==> src/hw/rtl/i2p_pkg.sv <==
// Shared types, codes and character tables for the infix to postfix converter.
package i2p_pkg;

  localparam int STACK_DEPTH_DEF = 32;

  // Input and result words
  typedef struct packed {
    logic [7:0] in_char;
    logic       expr_last;
  } i2p_in_t;

  typedef struct packed {
    logic [7:0] out_char;
    logic       run_last;
    logic       expr_done;
    logic [1:0] error_code;
  } i2p_out_t;

  // Stack entry codes
  typedef enum logic [2:0] {
    C_PAREN = 3'd0,
    C_ADD   = 3'd1,
    C_SUB   = 3'd2,
    C_MUL   = 3'd3,
    C_DIV   = 3'd4,
    C_MOD   = 3'd5,
    C_POW   = 3'd6
  } code_t;

  typedef enum logic [1:0] {
    ERR_NONE  = 2'd0,
    ERR_OVF   = 2'd1,
    ERR_UNBAL = 2'd2
  } err_t;

  typedef enum logic [2:0] {
    CL_DIGIT,
    CL_OPEN,
    CL_OP,
    CL_CLOSE,
    CL_OTHER
  } cls_t;

  typedef enum logic [2:0] {
    S_IDLE,
    S_START,
    S_DISP,
    S_RD,
    S_EV,
    S_END,
    S_TERM,
    S_FIN
  } st_t;

  typedef enum logic [1:0] {
    MD_OP,
    MD_CLOSE,
    MD_FINAL
  } mode_t;

  // Controller to datapath
  typedef struct packed {
    logic load;
    logic start;
    logic push;
    logic push_op;
    logic emit_char;
    logic pop;
    logic discard;
    logic final_chk;
    logic set_unbal;
    logic emit_term;
    logic flush;
  } i2p_cmd_t;

  // Datapath to controller
  typedef struct packed {
    cls_t cls;
    logic started;
    logic err_any;
    logic last;
    logic cnt_zero;
    logic top_paren;
    logic top_wins;
    logic hold_v;
    logic emit_ok;
    logic out_free;
  } i2p_sts_t;

  function automatic code_t op_code(input logic [7:0] c);
    code_t r;
    r = C_PAREN;
    case (c)
      8'h2B:   r = C_ADD;
      8'h2D:   r = C_SUB;
      8'h2A:   r = C_MUL;
      8'h2F:   r = C_DIV;
      8'h25:   r = C_MOD;
      8'h5E:   r = C_POW;
      default: r = C_PAREN;
    endcase
    return r;
  endfunction

  function automatic logic [7:0] code_char(input code_t c);
    logic [7:0] r;
    r = 8'h00;
    case (c)
      C_PAREN: r = 8'h28;
      C_ADD:   r = 8'h2B;
      C_SUB:   r = 8'h2D;
      C_MUL:   r = 8'h2A;
      C_DIV:   r = 8'h2F;
      C_MOD:   r = 8'h25;
      C_POW:   r = 8'h5E;
      default: r = 8'h00;
    endcase
    return r;
  endfunction

  function automatic logic [1:0] code_prec(input code_t c);
    logic [1:0] r;
    r = 2'd0;
    case (c)
      C_ADD, C_SUB:        r = 2'd1;
      C_MUL, C_DIV, C_MOD: r = 2'd2;
      C_POW:               r = 2'd3;
      default:             r = 2'd0;
    endcase
    return r;
  endfunction

  function automatic cls_t char_class(input logic [7:0] c);
    cls_t r;
    if (c >= 8'h30 && c <= 8'h39) begin
      r = CL_DIGIT;
    end else if (c == 8'h28) begin
      r = CL_OPEN;
    end else if (c == 8'h29) begin
      r = CL_CLOSE;
    end else if (op_code(c) != C_PAREN) begin
      r = CL_OP;
    end else begin
      r = CL_OTHER;
    end
    return r;
  endfunction

endpackage

==> src/hw/rtl/i2p_ram.sv <==
// Generic single-write, single-read RAM with registered read data.
module i2p_ram #(
  parameter int WIDTH = 8,
  parameter int DEPTH = 32
) (
  input  logic                     clk,
  input  logic                     we,
  input  logic [$clog2(DEPTH)-1:0] waddr,
  input  logic [WIDTH-1:0]         wdata,
  input  logic [$clog2(DEPTH)-1:0] raddr,
  output logic [WIDTH-1:0]         rdata
);

  logic [WIDTH-1:0] mem [DEPTH];

  always_ff @(posedge clk) begin
    if (we) begin
      mem[waddr] <= wdata;
    end
    rdata <= mem[raddr];
  end

endmodule

==> src/hw/rtl/i2p_datapath.sv <==
// Datapath: operator stack, stack count, error latch, result hold and output registers.
module i2p_datapath #(
  parameter int STACK_DEPTH = i2p_pkg::STACK_DEPTH_DEF
) (
  input  logic              clk,
  input  logic              rst_n,
  input  i2p_pkg::i2p_in_t  in_data,
  input  i2p_pkg::i2p_cmd_t cmd,
  output i2p_pkg::i2p_sts_t sts,
  output logic              out_valid,
  input  logic              out_stall,
  output i2p_pkg::i2p_out_t out_data
);
  import i2p_pkg::*;

  localparam int CNT_W  = $clog2(STACK_DEPTH + 1);
  localparam int ADDR_W = $clog2(STACK_DEPTH);
  localparam logic [CNT_W-1:0] CNT_FULL = CNT_W'(STACK_DEPTH);
  localparam logic [CNT_W-1:0] CNT_ONE  = CNT_W'(1);

  logic [7:0]       char_r, char_nxt;
  logic             last_r, last_nxt;
  logic [CNT_W-1:0] count_r, count_nxt;
  logic             started_r, started_nxt;
  logic [1:0]       err_r, err_nxt;
  i2p_out_t         hold_r, hold_nxt;
  logic             hold_v_r, hold_v_nxt;
  i2p_out_t         out_r, out_nxt;
  logic             out_v_r, out_v_nxt;

  logic [CNT_W-1:0] cnt_m1;
  logic [2:0]       rd_data;
  code_t            top_code;
  code_t            in_op;
  logic             full;
  logic             emit_any;
  i2p_out_t         new_res;
  logic             ram_we;
  logic [ADDR_W-1:0] ram_waddr;
  logic [2:0]       ram_wdata;

  // Stack storage, read address always tracks the top entry
  i2p_ram #(
    .WIDTH (3),
    .DEPTH (STACK_DEPTH)
  ) u_stack (
    .clk   (clk),
    .we    (ram_we),
    .waddr (ram_waddr),
    .wdata (ram_wdata),
    .raddr (cnt_m1[ADDR_W-1:0]),
    .rdata (rd_data)
  );

  assign cnt_m1   = count_r - CNT_ONE;
  assign top_code = code_t'(rd_data);
  assign in_op    = op_code(char_r);
  assign full     = (count_r == CNT_FULL);

  assign ram_we    = cmd.start | (cmd.push & ~full);
  assign ram_waddr = cmd.start ? '0 : count_r[ADDR_W-1:0];
  assign ram_wdata = cmd.push_op ? 3'(in_op) : 3'(C_PAREN);

  // Status back to the controller
  always_comb begin
    sts.cls       = char_class(char_r);
    sts.started   = started_r;
    sts.err_any   = (err_r != 2'(ERR_NONE));
    sts.last      = last_r;
    sts.cnt_zero  = (count_r == '0);
    sts.top_paren = (top_code == C_PAREN);
    sts.top_wins  = (top_code != C_PAREN) && (rd_data != 3'd7) &&
                    (code_prec(top_code) >= code_prec(in_op));
    sts.out_free  = ~out_v_r | ~out_stall;
    sts.hold_v    = hold_v_r;
    sts.emit_ok   = ~hold_v_r | ~out_v_r | ~out_stall;
  end

  // Result being produced this cycle
  assign emit_any = cmd.emit_char | cmd.pop | cmd.emit_term;
  always_comb begin
    new_res.out_char   = cmd.emit_char ? char_r :
                         cmd.pop       ? code_char(top_code) : 8'h00;
    new_res.run_last   = 1'b0;
    new_res.expr_done  = cmd.emit_term;
    new_res.error_code = err_r;
  end

  // Next-state logic
  always_comb begin
    char_nxt    = char_r;
    last_nxt    = last_r;
    count_nxt   = count_r;
    started_nxt = started_r;
    err_nxt     = err_r;
    hold_nxt    = hold_r;
    hold_v_nxt  = hold_v_r;
    out_nxt     = out_r;
    out_v_nxt   = out_v_r & out_stall;

    if (cmd.load) begin
      char_nxt = in_data.in_char;
      last_nxt = in_data.expr_last;
    end
    if (cmd.start) begin
      count_nxt   = CNT_ONE;
      err_nxt     = 2'(ERR_NONE);
      started_nxt = 1'b1;
    end
    if (cmd.push) begin
      if (full) begin
        err_nxt = 2'(ERR_OVF);
      end else begin
        count_nxt = count_r + CNT_ONE;
      end
    end
    if (cmd.pop) begin
      count_nxt = cnt_m1;
    end
    if (cmd.discard) begin
      count_nxt = cnt_m1;
      // final close must empty the stack, an inner close must not
      if (cmd.final_chk ? (count_r != CNT_ONE) : (count_r == CNT_ONE)) begin
        err_nxt = 2'(ERR_UNBAL);
      end
    end
    if (cmd.set_unbal) begin
      err_nxt = 2'(ERR_UNBAL);
    end
    if (emit_any) begin
      if (hold_v_r) begin
        out_nxt   = hold_r;
        out_v_nxt = 1'b1;
      end
      hold_nxt   = new_res;
      hold_v_nxt = 1'b1;
    end
    if (cmd.emit_term) begin
      count_nxt   = '0;
      started_nxt = 1'b0;
      err_nxt     = 2'(ERR_NONE);
    end
    if (cmd.flush) begin
      out_nxt          = hold_r;
      out_nxt.run_last = 1'b1;
      out_v_nxt        = 1'b1;
      hold_v_nxt       = 1'b0;
    end
  end

  // Control registers
  always_ff @(posedge clk) begin
    if (!rst_n) begin
      count_r   <= '0;
      started_r <= 1'b0;
      err_r     <= 2'(ERR_NONE);
      hold_v_r  <= 1'b0;
      out_v_r   <= 1'b0;
    end else begin
      count_r   <= count_nxt;
      started_r <= started_nxt;
      err_r     <= err_nxt;
      hold_v_r  <= hold_v_nxt;
      out_v_r   <= out_v_nxt;
    end
  end

  // Payload registers
  always_ff @(posedge clk) begin
    char_r <= char_nxt;
    last_r <= last_nxt;
    hold_r <= hold_nxt;
    out_r  <= out_nxt;
  end

  assign out_valid = out_v_r;
  assign out_data  = out_r;

`ifndef NO_ASSERTIONS
  a_count_bound: assert property (@(posedge clk) disable iff (!rst_n)
    count_r <= CNT_FULL)
    else $error("stack count beyond depth");

  a_pop_nonempty: assert property (@(posedge clk) disable iff (!rst_n)
    (cmd.pop || cmd.discard) |-> (count_r != '0))
    else $error("pop from empty stack");

  a_term_clears: assert property (@(posedge clk) disable iff (!rst_n)
    cmd.emit_term |=> (count_r == '0) && !started_r && (err_r == 2'(ERR_NONE)))
    else $error("terminator left expression state behind");

  a_out_overwrite: assert property (@(posedge clk) disable iff (!rst_n)
    (emit_any && hold_v_r) || cmd.flush |-> (!out_v_r || !out_stall))
    else $error("output word overwritten while stalled");
`endif

endmodule

==> src/hw/rtl/i2p_ctrl.sv <==
// Controller: sequences character dispatch, stack scans, flush and result release.
module i2p_ctrl (
  input  logic              clk,
  input  logic              rst_n,
  input  logic              in_valid,
  output logic              in_stall,
  input  i2p_pkg::i2p_sts_t sts,
  output i2p_pkg::i2p_cmd_t cmd
);
  import i2p_pkg::*;

  st_t   state_r, state_nxt;
  mode_t mode_r, mode_nxt;

  logic  scan_pop;

  // Stack scan keeps popping while this holds
  always_comb begin
    if (mode_r == MD_OP) begin
      scan_pop = ~sts.cnt_zero & sts.top_wins;
    end else begin
      scan_pop = ~sts.cnt_zero & ~sts.top_paren;
    end
  end

  // Next state
  always_comb begin
    state_nxt = state_r;
    mode_nxt  = mode_r;
    unique case (state_r)
      S_IDLE: begin
        if (in_valid) state_nxt = S_START;
      end
      S_START: state_nxt = S_DISP;
      S_DISP: begin
        if (sts.err_any) begin
          state_nxt = S_END;
        end else begin
          unique case (sts.cls)
            CL_DIGIT: if (sts.emit_ok) state_nxt = S_END;
            CL_OP: begin
              mode_nxt  = MD_OP;
              state_nxt = S_RD;
            end
            CL_CLOSE: begin
              mode_nxt  = MD_CLOSE;
              state_nxt = S_RD;
            end
            default: state_nxt = S_END;
          endcase
        end
      end
      S_RD: state_nxt = S_EV;
      S_EV: begin
        if (scan_pop) begin
          if (sts.emit_ok) state_nxt = S_RD;
        end else if (mode_r == MD_FINAL) begin
          state_nxt = S_TERM;
        end else begin
          state_nxt = S_END;
        end
      end
      S_END: begin
        if (!sts.last) begin
          state_nxt = S_FIN;
        end else if (sts.err_any) begin
          state_nxt = S_TERM;
        end else begin
          mode_nxt  = MD_FINAL;
          state_nxt = S_RD;
        end
      end
      S_TERM: if (sts.emit_ok) state_nxt = S_FIN;
      S_FIN:  if (!sts.hold_v || sts.out_free) state_nxt = S_IDLE;
      default: state_nxt = S_IDLE;
    endcase
  end

  // Commands
  always_comb begin
    cmd      = '0;
    in_stall = (state_r != S_IDLE);
    unique case (state_r)
      S_IDLE:  cmd.load = in_valid;
      S_START: cmd.start = ~sts.started;
      S_DISP: begin
        if (!sts.err_any) begin
          cmd.emit_char = (sts.cls == CL_DIGIT) & sts.emit_ok;
          cmd.push      = (sts.cls == CL_OPEN);
        end
      end
      S_EV: begin
        cmd.final_chk = (mode_r == MD_FINAL);
        if (scan_pop) begin
          cmd.pop = sts.emit_ok;
        end else if (mode_r == MD_OP) begin
          cmd.push    = 1'b1;
          cmd.push_op = 1'b1;
        end else if (sts.cnt_zero) begin
          cmd.set_unbal = 1'b1;
        end else begin
          cmd.discard = 1'b1;
        end
      end
      S_TERM: cmd.emit_term = sts.emit_ok;
      S_FIN:  cmd.flush = sts.hold_v & sts.out_free;
      default: cmd = '0;
    endcase
  end

  always_ff @(posedge clk) begin
    if (!rst_n) begin
      state_r <= S_IDLE;
      mode_r  <= MD_OP;
    end else begin
      state_r <= state_nxt;
      mode_r  <= mode_nxt;
    end
  end

`ifndef NO_ASSERTIONS
  a_idle_drained: assert property (@(posedge clk) disable iff (!rst_n)
    (state_r == S_IDLE) |-> !sts.hold_v)
    else $error("held result left behind at item end");

  a_final_terminates: assert property (@(posedge clk) disable iff (!rst_n)
    (state_r == S_EV && mode_r == MD_FINAL && !scan_pop) |=> (state_r == S_TERM))
    else $error("final flush did not reach terminator");
`endif

endmodule

==> src/hw/rtl/infix_to_postfix_converter_top.sv <==
// Top level of the infix to postfix converter: controller plus stack datapath.
// A new word is accepted only once the previous word has been fully processed (in_stall while busy).
// An operator or ')' examines stack entries one at a time, each through a registered stack RAM read.
// The last word also runs the closing flush over the stack, then emits the terminator.
// Each result passes through the hold register to the output register; out_stall can stall any of these steps.
// Reset is synchronous, active low: clears counts, flags and valids; stack RAM is not cleared.
module infix_to_postfix_converter_top #(
  parameter int STACK_DEPTH = i2p_pkg::STACK_DEPTH_DEF
) (
  input  logic              clk,
  input  logic              rst_n,
  input  logic              in_valid,
  output logic              in_stall,
  input  i2p_pkg::i2p_in_t  in_data,
  output logic              out_valid,
  input  logic              out_stall,
  output i2p_pkg::i2p_out_t out_data
);
  import i2p_pkg::*;

  i2p_cmd_t cmd;
  i2p_sts_t sts;

  i2p_ctrl u_ctrl (
    .clk      (clk),
    .rst_n    (rst_n),
    .in_valid (in_valid),
    .in_stall (in_stall),
    .sts      (sts),
    .cmd      (cmd)
  );

  i2p_datapath #(
    .STACK_DEPTH (STACK_DEPTH)
  ) u_dp (
    .clk       (clk),
    .rst_n     (rst_n),
    .in_data   (in_data),
    .cmd       (cmd),
    .sts       (sts),
    .out_valid (out_valid),
    .out_stall (out_stall),
    .out_data  (out_data)
  );

endmodule

==> config.mk <==
export PLATFORM = sky130hd
export DESIGN_NAME = infix_to_postfix_converter_top
export DESIGN_NICKNAME = d
export VERILOG_FILES = /design/src/hw/rtl/i2p_pkg.sv /design/src/hw/rtl/i2p_ram.sv /design/src/hw/rtl/i2p_datapath.sv /design/src/hw/rtl/i2p_ctrl.sv /design/src/hw/rtl/infix_to_postfix_converter_top.sv
export SDC_FILE = /design/constraint.sdc
export NUM_CORES = 1
export LEC_CHECK = 0
export BUFFER_PORTS_ARGS = -buffer_cell sky130_fd_sc_hd__buf_2
export CORE_ASPECT_RATIO = 1.4
export CORE_MARGIN = 1
export CORE_UTILIZATION = 47
export DETAILED_ROUTE_END_ITERATION = 16
export SYNTH_ARGS = -nofsm -noshare
export SYNTH_HDL_FRONTEND = slang
export SYNTH_SLANG_ARGS = --single-unit
export TNS_END_PERCENT = 30
==> constraint.sdc <==
create_clock -name clk -period 10.6 [get_ports clk]
set_input_delay 2.12 -clock clk [delete_from_list [all_inputs] [get_ports clk]]
set_output_delay 2.12 -clock clk [all_outputs]
set_load 0.1 [all_outputs]
---- Word level (Yosys, flattened, before mapping) ----
Memory sizes are Yosys's and may differ from the RTL's. A register that Yosys moved wholly into a read port is not among the register bits.
Cells that the tools add are included.
operators by class
  $add $sub $neg .......................... 2
  $lt $le $gt $ge ......................... 3
  equality and inequality tests ........... 44
  multiplexer cells ....................... 72
  bitwise logic cells ..................... 20
  reductions and logical operators ........ 29
operators by type and width
  operator              number
  $eq A8 B6 Y1 const B  7
  $mux W3               17
  $pmux W7 S7           1
  $mux W12              3
  $eq A3 B3 Y1 const B  10
  $mux W6               5
  $eq A3 B2 Y1 const B  8
  $mux W2               12
  $pmux W3 S8           1
  $mux W1               22
  $pmux W3 S6           1
  $eq A3 B1 Y1 const B  4
  $pmux W2 S3           2
  $reduce_and A5 Y1     2
  $reduce_or A2 Y1      5
  $logic_not A3 Y1      3
  $reduce_bool A3 Y1    3
  $reduce_or A3 Y1      3
  $eq A8 B7 Y1 const B  1
  $ge A8 B6 Y1 const B  1
  $le A8 B6 Y1 const B  1
  $mux W8               1
  $not A1 Y1            8
  $pmux W2 S2           2
  26 further kinds      47
word-level totals
  register bits after elaboration ......... 48
  memory bits (writable) .................. 96
  output and inout bits ................... 14
  word-level logic and storage cells ...... 188
  memories kept ........................... 1
memories
  name              words  bits a word  read ports  clocked after memory_dff  write ports  RTL line       RTL
  u_dp.u_stack.mem  32     3            1           1                         1            i2p_ram.sv:14  logic [WIDTH-1:0] mem [DEPTH];

---- Longest topological paths before layout ----
Gate-level depths: netlist of the first run.
  word-level depth ........................ 18
  gate-level depth with buffers ........... 13
  depth with buffers taken out ............ 12

---- Cells and area by module ----
A second synthesis of the first run with hierarchy kept.
second synthesis, totals
  cells, all modules ...................... 483
  area, all modules ....................... 6736.5 um^2
modules (own cells, without submodules)
  module        instances  cells each  area an instance (um^2)  sequential area each (um^2)
  i2p_ram       1          186         3907.5                   2942.8
  i2p_datapath  1          217         2284.7                   1171.1
  i2p_ctrl      1          80          544.3                    100.1

---- Worst setup path before layout of the first run ----
OpenSTA, ideal clock, no wires.
  path type ............................... register -> register
  from .................................... register u_dp.char_r[4]
  to ...................................... memory u_dp.u_stack.mem[0][0] (data pin)
  setup time .............................. 0.445 ns
  arrival time ............................ 3.916 ns
  setup slack ............................. 6.240 ns
  stages on the path, launching flop included .. 10
  path buffers ............................ 0
  clock period less this slack ............ 4.360 ns
  cell sequence ........................... edfxtp_1 > or4b_2 > or2_2 > nand3_1 > nor3b_1 > ha_1 > nand2b_1 > a21oi_1 > o311ai_2 > nor3_1
on the way
  longest elaborated chain between the ends .. 12
  elaborated cells on any way between the ends .. 23
  those cells by class .................... order compare (1); eq/ne (12); mux (6); bitwise (1); reduce/logical (3)
ends and longest elaborated chain
  what                                                         RTL line             RTL
  from (decl)                                                  i2p_datapath.sv:21   logic [7:0] char_r, char_nxt;
  from (signal assigned)                                       i2p_datapath.sv:170  char_r <= char_nxt;
  $eq A8 B7 Y1 / $eq A8 B6 Y1 (equally long branches)          i2p_pkg.sv:93        case (c)
  $pmux W3 S6 (*)                                              i2p_pkg.sv:93
  $eq A3 B2 Y1, or another cell as far along                   i2p_pkg.sv:124       case (c)
  $reduce_or A3 Y1 / $reduce_or A2 Y1 (equally long branches)  i2p_pkg.sv:124
  $pmux W2 S3                                                  i2p_pkg.sv:124
  $ge A2 B2 Y1                                                 i2p_datapath.sv:73   (code_prec(top_code) >= code_prec(in_op));
  $logic_and A1 B1 Y1                                          i2p_datapath.sv:72   sts.top_wins = (top_code != C_PAREN) && (rd_data != 3'd7) &&
  $and A1 B1 Y1                                                i2p_ctrl.sv:20       scan_pop = ~sts.cnt_zero & sts.top_wins;
  $mux W1                                                      i2p_ctrl.sv:19       if (mode_r == MD_OP) begin
  $mux W2                                                      i2p_ctrl.sv:94       if (scan_pop) begin
  $mux W1                                                      i2p_ctrl.sv:83       unique case (state_r)
  $mux W3 (*)                                                  i2p_datapath.sv:62   assign ram_wdata = cmd.push_op ? 3'(in_op) : 3'(C_PAREN);
  net u_dp.ram_wdata[0]                                        i2p_datapath.sv:40   logic [2:0] ram_wdata;
  to (decl)                                                    i2p_ram.sv:14
Mark *: on every way through the listed nets, which the timed path passes. The rest lies on a longest branch.

==> metrics.yaml, run 1 <==
yosysTopAreaCell: "edfxtp_1"
initial_core_util_pct: 48.0
grt_pass1_vias: 4043
holdBufCountCts: 0
clkPwrFrac_pct: 43.8
critPathArrivalTime_ns: 4.73
portBuffers: 26
cp_slowest_stage_delay_ns: 0.78
cts_resized: 0
drc: 0
status: "finished clean"
cts_made_buffers: 17
mappedNetlistArea_um2: 6670
clkLatencyLatePin_ns: 0.42
fp-row-count: 51
slew_viol_final: 0
grt_pass1_wl_um: 22000
crit_start: "u_dp.char_r[4]$_DFFE_PP_"
startpoint_type: "register"
p_leak_nw: 2.33
vias_per_cell: 5.81
path_delay_family: "simple AND/OR/NAND/NOR gates"
antenna_found_initial: 0
final_hold_viol_count: 0
drtAntennaViolNets: 0
irDropWorstVdd_uv: 121
diodes: 0
path_depth: 11
place.gp.congestion: 0.784
synth_area_per_cell_um2: 14.2
via_count: 4015
tightest_slew_ns: 1.18
die_w_um: 103
slew_headroom_pct: 21.1
p_int_w: 0.000998
finalSetupViolCount: 0
fmax_mhz: 220
cts_setup_buffers: 0
synth_cells: 469
clockBufferDepth: 2
synthTopCellsByArea: "edfxtp_1 (57%), mux4_2 (10%), dfxtp_1 (6.0%)"
yosysWarnings: 0
grt_start_max_net_pins: 39
hold_depth: 1
fin_skew_ns: 0.00863
layout-drive-gt1-share_pct: 23.5
ys_seq_elements: 147
async_flop_share_pct: 0
die_area_um2: 14700
wire_per_inst_um: 20.0
nets: 512
cp_num_buf_inv: 0
first_pass_iters: 7
clock_tree.root_cell: "clkbuf_16"
drt-total-wl_um: 13800
rsz0062_at_grt: "false"
p_per_area_nw_per_um2: 174
rr_startpoint: "u_dp.char_r[4]$_DFFE_PP_"
htree_levels: 4
critPathSlowestCell: "or4b_2"
core-area_um2: 13900
pwr-share-comb_pct: 7.4
path_clk_slew_ns: 0.06
synth_top_area_share_pct: 57.2
cp_max_fo: 23
cts_tree: "built"
endpoint_kind: "register"
fillers: 1191
grtUsageTotal_pct: 20.8
synth_edf_count: 127
fin_tns_setup_ns: 0
period_minus_slack_ns: 4.55
finalCritPeriodShare_pct: 42.9
place_hpwl_um: 9520
die_y_um: 143
switching_power_w: 0.000315
crit_required_ns: 10.78
ys_types: 69
syn2layout_area_growth_pct: 12.9
hp-start: "u_dp.out_data[3]$_SDFFE_PP1P_"
criticalPathCategory: "register to register"
path_cells: "or4b_2 > or2_2 > nand3_1 > nor3b_1 > ha_1 > nand2b_1 > a2111oi_2 > nor3_2 > a211o_1 > o21a_1 > and2_1"
syn_nets: 487
dr.first_iter.drc_count: 225
fin_total_pwr_w: 0.00131
reg2reg_depth: 11
clkSinkCount: 147
final_core_util_pct: 54.2
synth_ff_type: "edfxtp_1"
overflow: 0
swShare_pct: 24.0
power.share.sequential_pct: 48.8
hold_path.class: "register to register"
drv_cap: 0
ios: 27
yosysSeqAreaShare_pct: 63.2
-- metal layers --
metal / track usage [%] / share of wire (%) / up-vias
li1: - / - / 1876
met1: 24.2 / 39 / 2014
met2: 35.6 / 54 / 99
met3: 4.60 / 3.8 / 26
met4: 10.8 / 3.1 / 0
met5: 0 / 0 / -
-- final timing paths --
path | slack [ns] | endpoint
hold / removal | 0.45 | u_dp.out_data[3]$_SDFFE_PP1P_
hold reg to reg | 0.45 | u_dp.out_data[3]$_SDFFE_PP1P_
setup / recovery | 6.05 | u_dp.out_data[6]$_DFFE_PP_
setup reg to reg | 6.05 | u_dp.out_data[6]$_DFFE_PP_
-- cell type report --
class                   count  area [um^2]  area share (%)
multi-input cells         291         2330            30.9
inverters                   7         26.3           0.349
flip-flops and latches    147         4220            56.0
clock inverters            14          148            1.96
well taps                 185          231            3.07
repair buffers             30          160            2.13
clock buffers              17          425            5.65
-- cells in the mapped netlist, types with 2 or more instances --
| cell | instances |
|---|---|
| a22o_1 | 2 |
| nand3_1 | 12 |
| a21boi_0 | 2 |
| buf_2 | 7 |
| nor3b_1 | 4 |
| a211oi_1 | 4 |
| a21oi_1 | 14 |
| nor3_1 | 15 |
| nor2_1 | 45 |
| and2_1 | 13 |
| and3_1 | 7 |
| mux2_2 | 4 |
| dfxtp_1 | 20 |
| edfxtp_1 | 127 |
| mux4_2 | 30 |
| nor2b_1 | 8 |
| or3_1 | 6 |
| o21ai_0 | 16 |
| nand2_1 | 29 |
| or4_1 | 2 |
| a311oi_1 | 2 |
| a211o_1 | 2 |
| nand2b_1 | 4 |
| o21a_1 | 4 |
| mux2i_1 | 3 |
| clkbuf_1 | 14 |
| xor2_1 | 2 |
| inv_1 | 7 |
| ha_1 | 5 |
| nor4b_1 | 3 |
| or4_4 | 2 |
| buf_6 | 2 |
| nand3b_1 | 4 |
| a22oi_1 | 2 |
| xnor2_1 | 4 |
| a31oi_1 | 5 |
| nand4_1 | 3 |
| or2_2 | 3 |
-- power by group through the flow --
stage	registers, W	clock network, W	logic [W]
after floorplan	0.000644	0	0.0000813
after global placement	0.000652	0	0.0000963
final	0.000640	0.000576	0.0000968
after global routing	0.000641	0.000611	0.000106
after CTS	0.000640	0.000587	0.0000979
after detailed placement	0.000652	0	0.0000974
-- kinds of logic after synthesis --
| kind of cell | after synthesis | synth area share [%] |
|---|---|---|
| other cells | 1 | 0.0562 |
| xor+xnor | 6 | 0.788 |
| compound gates | 70 | 7.48 |
| buf+inv | 31 | 2.10 |
| fa+ha+maj | 5 | 0.938 |
| simple gates | 172 | 14.2 |
| mux | 37 | 11.3 |
| flops | 147 | 63.2 |
-- cell usage in the layout (no fill, tap or decap), types with 4 or more instances in the layout --
master and count:
nand2_1 29, nand3b_1 4, and3_1 7, o21a_1 4, xnor2_1 4, mux2_2 4, inv_1 7, or3_1 6
nor2b_1 8, nand3_1 12, edfxtp_1 127, buf_2 26, clkbuf_16 17, buf_4 4, a21oi_1 14, nor2_1 45
and2_1 13, mux4_2 30, nand2b_1 4, inv_6 5, a211oi_1 4, dfxtp_1 19, ha_1 5, a31oi_1 5
nor3b_1 4, nor3_1 13, o21ai_0 16
-- metrics by stage --
step | hold slack, ns | instances | area [um^2] | setup slack, ns
after CTS | 0.451 | 691 | 7530 | 6.03
final | 0.445 | 691 | 7530 | 6.05
after detailed placement | 0.436 | 660 | 6960 | 6.05
after global placement | 0.438 | 660 | 6960 | 6.15
after global routing | 0.463 | 691 | 7530 | 5.72
after floorplan | 0.450 | 469 | 6670 | 6.24
-- state kept, by name, indices dropped and copies added, names as in the netlist, 2 cells and up --
signal,cells
u_dp.hold_r,11
u_ctrl.mode_r,2
u_dp.out_data,12
u_dp.u_stack.mem,96
u_dp.err_r,2
u_dp.count_r,6
u_dp.char_r,8
u_dp.u_stack.rdata,3
u_ctrl.state_r,3
(Power assumes the default switching activity.)
==> run 2, diff against run 1 <==
--- a/config.mk
+++ b/config.mk
@@ -10,6 +10,7 @@
 export CORE_MARGIN = 1
 export CORE_UTILIZATION = 47
 export DETAILED_ROUTE_END_ITERATION = 16
+export PLACE_DENSITY = 0.66
 export SYNTH_ARGS = -nofsm -noshare
 export SYNTH_HDL_FRONTEND = slang
 export SYNTH_SLANG_ARGS = --single-unit
==> constraint.sdc (replaced) <==
create_clock -name clk -period 4.1 [get_ports clk]
set_input_delay 0.82 -clock clk [delete_from_list [all_inputs] [get_ports clk]]
set_output_delay 0.82 -clock clk [all_outputs]
set_load 0.1 [all_outputs]
==> metrics.yaml, run 2 (synthesis gave the netlist of run 1 again) <==
die_w_um: 103
post-place-ws_ns: 0.00162
startpoint_type: "register"
slew_headroom_pct: 23.0
crit_required_ns: 4.40
final_hold_viol_count: 0
clkSinkCount: 147
irDropWorstVdd_uv: 279
grt_pass1_wl_um: 22100
reg2reg_depth: 13
holdBufCountCts: 0
antenna_found_initial: 0
die_y_um: 143
rsz0062_at_grt: "false"
fmax_mhz: 254
cts_setup_buffers: 0
clockBufferDepth: 2
crit_start: "u_dp.char_r[7]$_DFFE_PP_"
drt-total-wl_um: 14200
drtAntennaViolNets: 0
grt_pass1_vias: 4230
ios: 27
place_inst: 675
period_minus_slack_ns: 3.94
via_count: 4133
overflow: 0
diodes: 0
first_pass_iters: 5
fin_skew_ns: 0.00916
layout_commonest_cell: "edfxtp_1"
met3_usage_pct: 4.45
core-area_um2: 13900
top_usage_layer: "met2"
mostFrequentLayoutCells: "edfxtp_1 (127), nor2_1 (42), mux4_2 (30), nand2_1 (29), buf_2 (26)"
place_hpwl_um: 9800
p_per_area_nw_per_um2: 442
hold_depth: 1
grt.met1_usage_pct: 22.3
htree_levels: 4
syn2layout_area_growth_pct: 15.0
drc: 0
criticalPathCategory: "register to register"
largest_reg_flops: 96
met2_usage_pct: 37.9
hold_path.class: "register to register"
nets: 527
grtUsageTotal_pct: 21.2
stdcell_count: 707
tightest_slew_ns: 1.15
dr.first_iter.drc_count: 345
cts_made_buffers: 17
clkLatencyLatePin_ns: 0.43
finalCritPeriodShare_pct: 96.2
drv_cap: 0
clock_tree.root_cell: "clkbuf_16"
finalSetupViolCount: 0
hp-start: "u_dp.out_data[3]$_SDFFE_PP1P_"
path_clk_slew_ns: 0.06
fp-row-count: 51
vias_per_cell: 5.85
endpoint_kind: "register"
p_leak_nw: 2.40
wire_per_inst_um: 20.0
critPathArrivalTime_ns: 4.25
status: "finished clean"
setup_slack_ns: 0.156
fillers: 1167
cp_max_fo: 12
regMostFlops: "u_dp.u_stack.mem"
layout-drive-gt1-share_pct: 27.0
die_area_um2: 14700
grt_start_max_net_pins: 38
initial_core_util_pct: 48.0
place.gp.congestion: 0.851
slew_viol_final: 0
cts_tree: "built"
rr_startpoint: "u_dp.char_r[7]$_DFFE_PP_"
portBuffers: 26
-- run 2: repair_timing --
action,4_1_cts,5_1_grt
setup endpoints to repair,3,35
resized for setup,1,8
pin swaps,0,0
-- run 2: path summary, 6_finish.rpt --
path                                         to  slack, ns
setup / recovery     u_dp.count_r[1]$_SDFF_PP0_       0.16
hold / removal    u_dp.out_data[3]$_SDFFE_PP1P_       0.48
setup reg to reg     u_dp.count_r[1]$_SDFF_PP0_       0.16
hold reg to reg   u_dp.out_data[3]$_SDFFE_PP1P_       0.48
-- run 2: critical path: stages (launching register included) --
cell       delay, ns
edfxtp_1        0.42
or4b_2          0.67
or2_2           0.35
nand3_1         0.11
nor3b_1         0.22
ha_1            0.26
nand2b_1        0.22
a2111oi_4       0.46
nor3_2          0.10
buf_4           0.18
a21oi_1         0.16
buf_4           0.20
nor3_1          0.06
or3_1           0.41
-- run 2: final cells by class --
| type | count | area, um^2 | area share [%] |
|---|---|---|---|
| clock inverter | 13 | 124 | 1.62 |
| inverter | 7 | 26.3 | 0.343 |
| sequential | 147 | 4220 | 55.0 |
| timing repair buffer | 45 | 273 | 3.56 |
| multi-input combinational | 291 | 2370 | 30.9 |
| clock buffer | 19 | 433 | 5.64 |
| tap | 185 | 231 | 3.02 |
-- run 2: where the power goes --
part	total, W	switching [W]	internal (W)
clock network	0.00147	0.000627	0.000843
logic	0.000273	0.000158	0.000115
registers	0.00165	0.0000237	0.00162
total	0.00339	0.000808	0.00258
-- run 2: routing by layer --
layer / vias up / wire (um)
met1: 2056 / 5190
li1: 1908 / -
met4: 0 / 561
met2: 135 / 7860
met5: - / 0
met3: 34 / 562
-- run 2: per-stage QoR --
stage	hold slack [ns]	instance area, um^2	TNS (ns)	util [%]	total power [W]
2_1_floorplan	0.450	6680	-7.77	-	0.00188
3_3_place_gp	0.435	7070	0	50.8	0.00194
3_5_place_dp	0.472	7070	0	50.8	0.00195
4_1_cts	0.488	7630	0	54.9	0.00340
5_1_grt	0.517	7670	0	55.1	0.00350
6_report	0.481	7670	0	55.1	0.00339
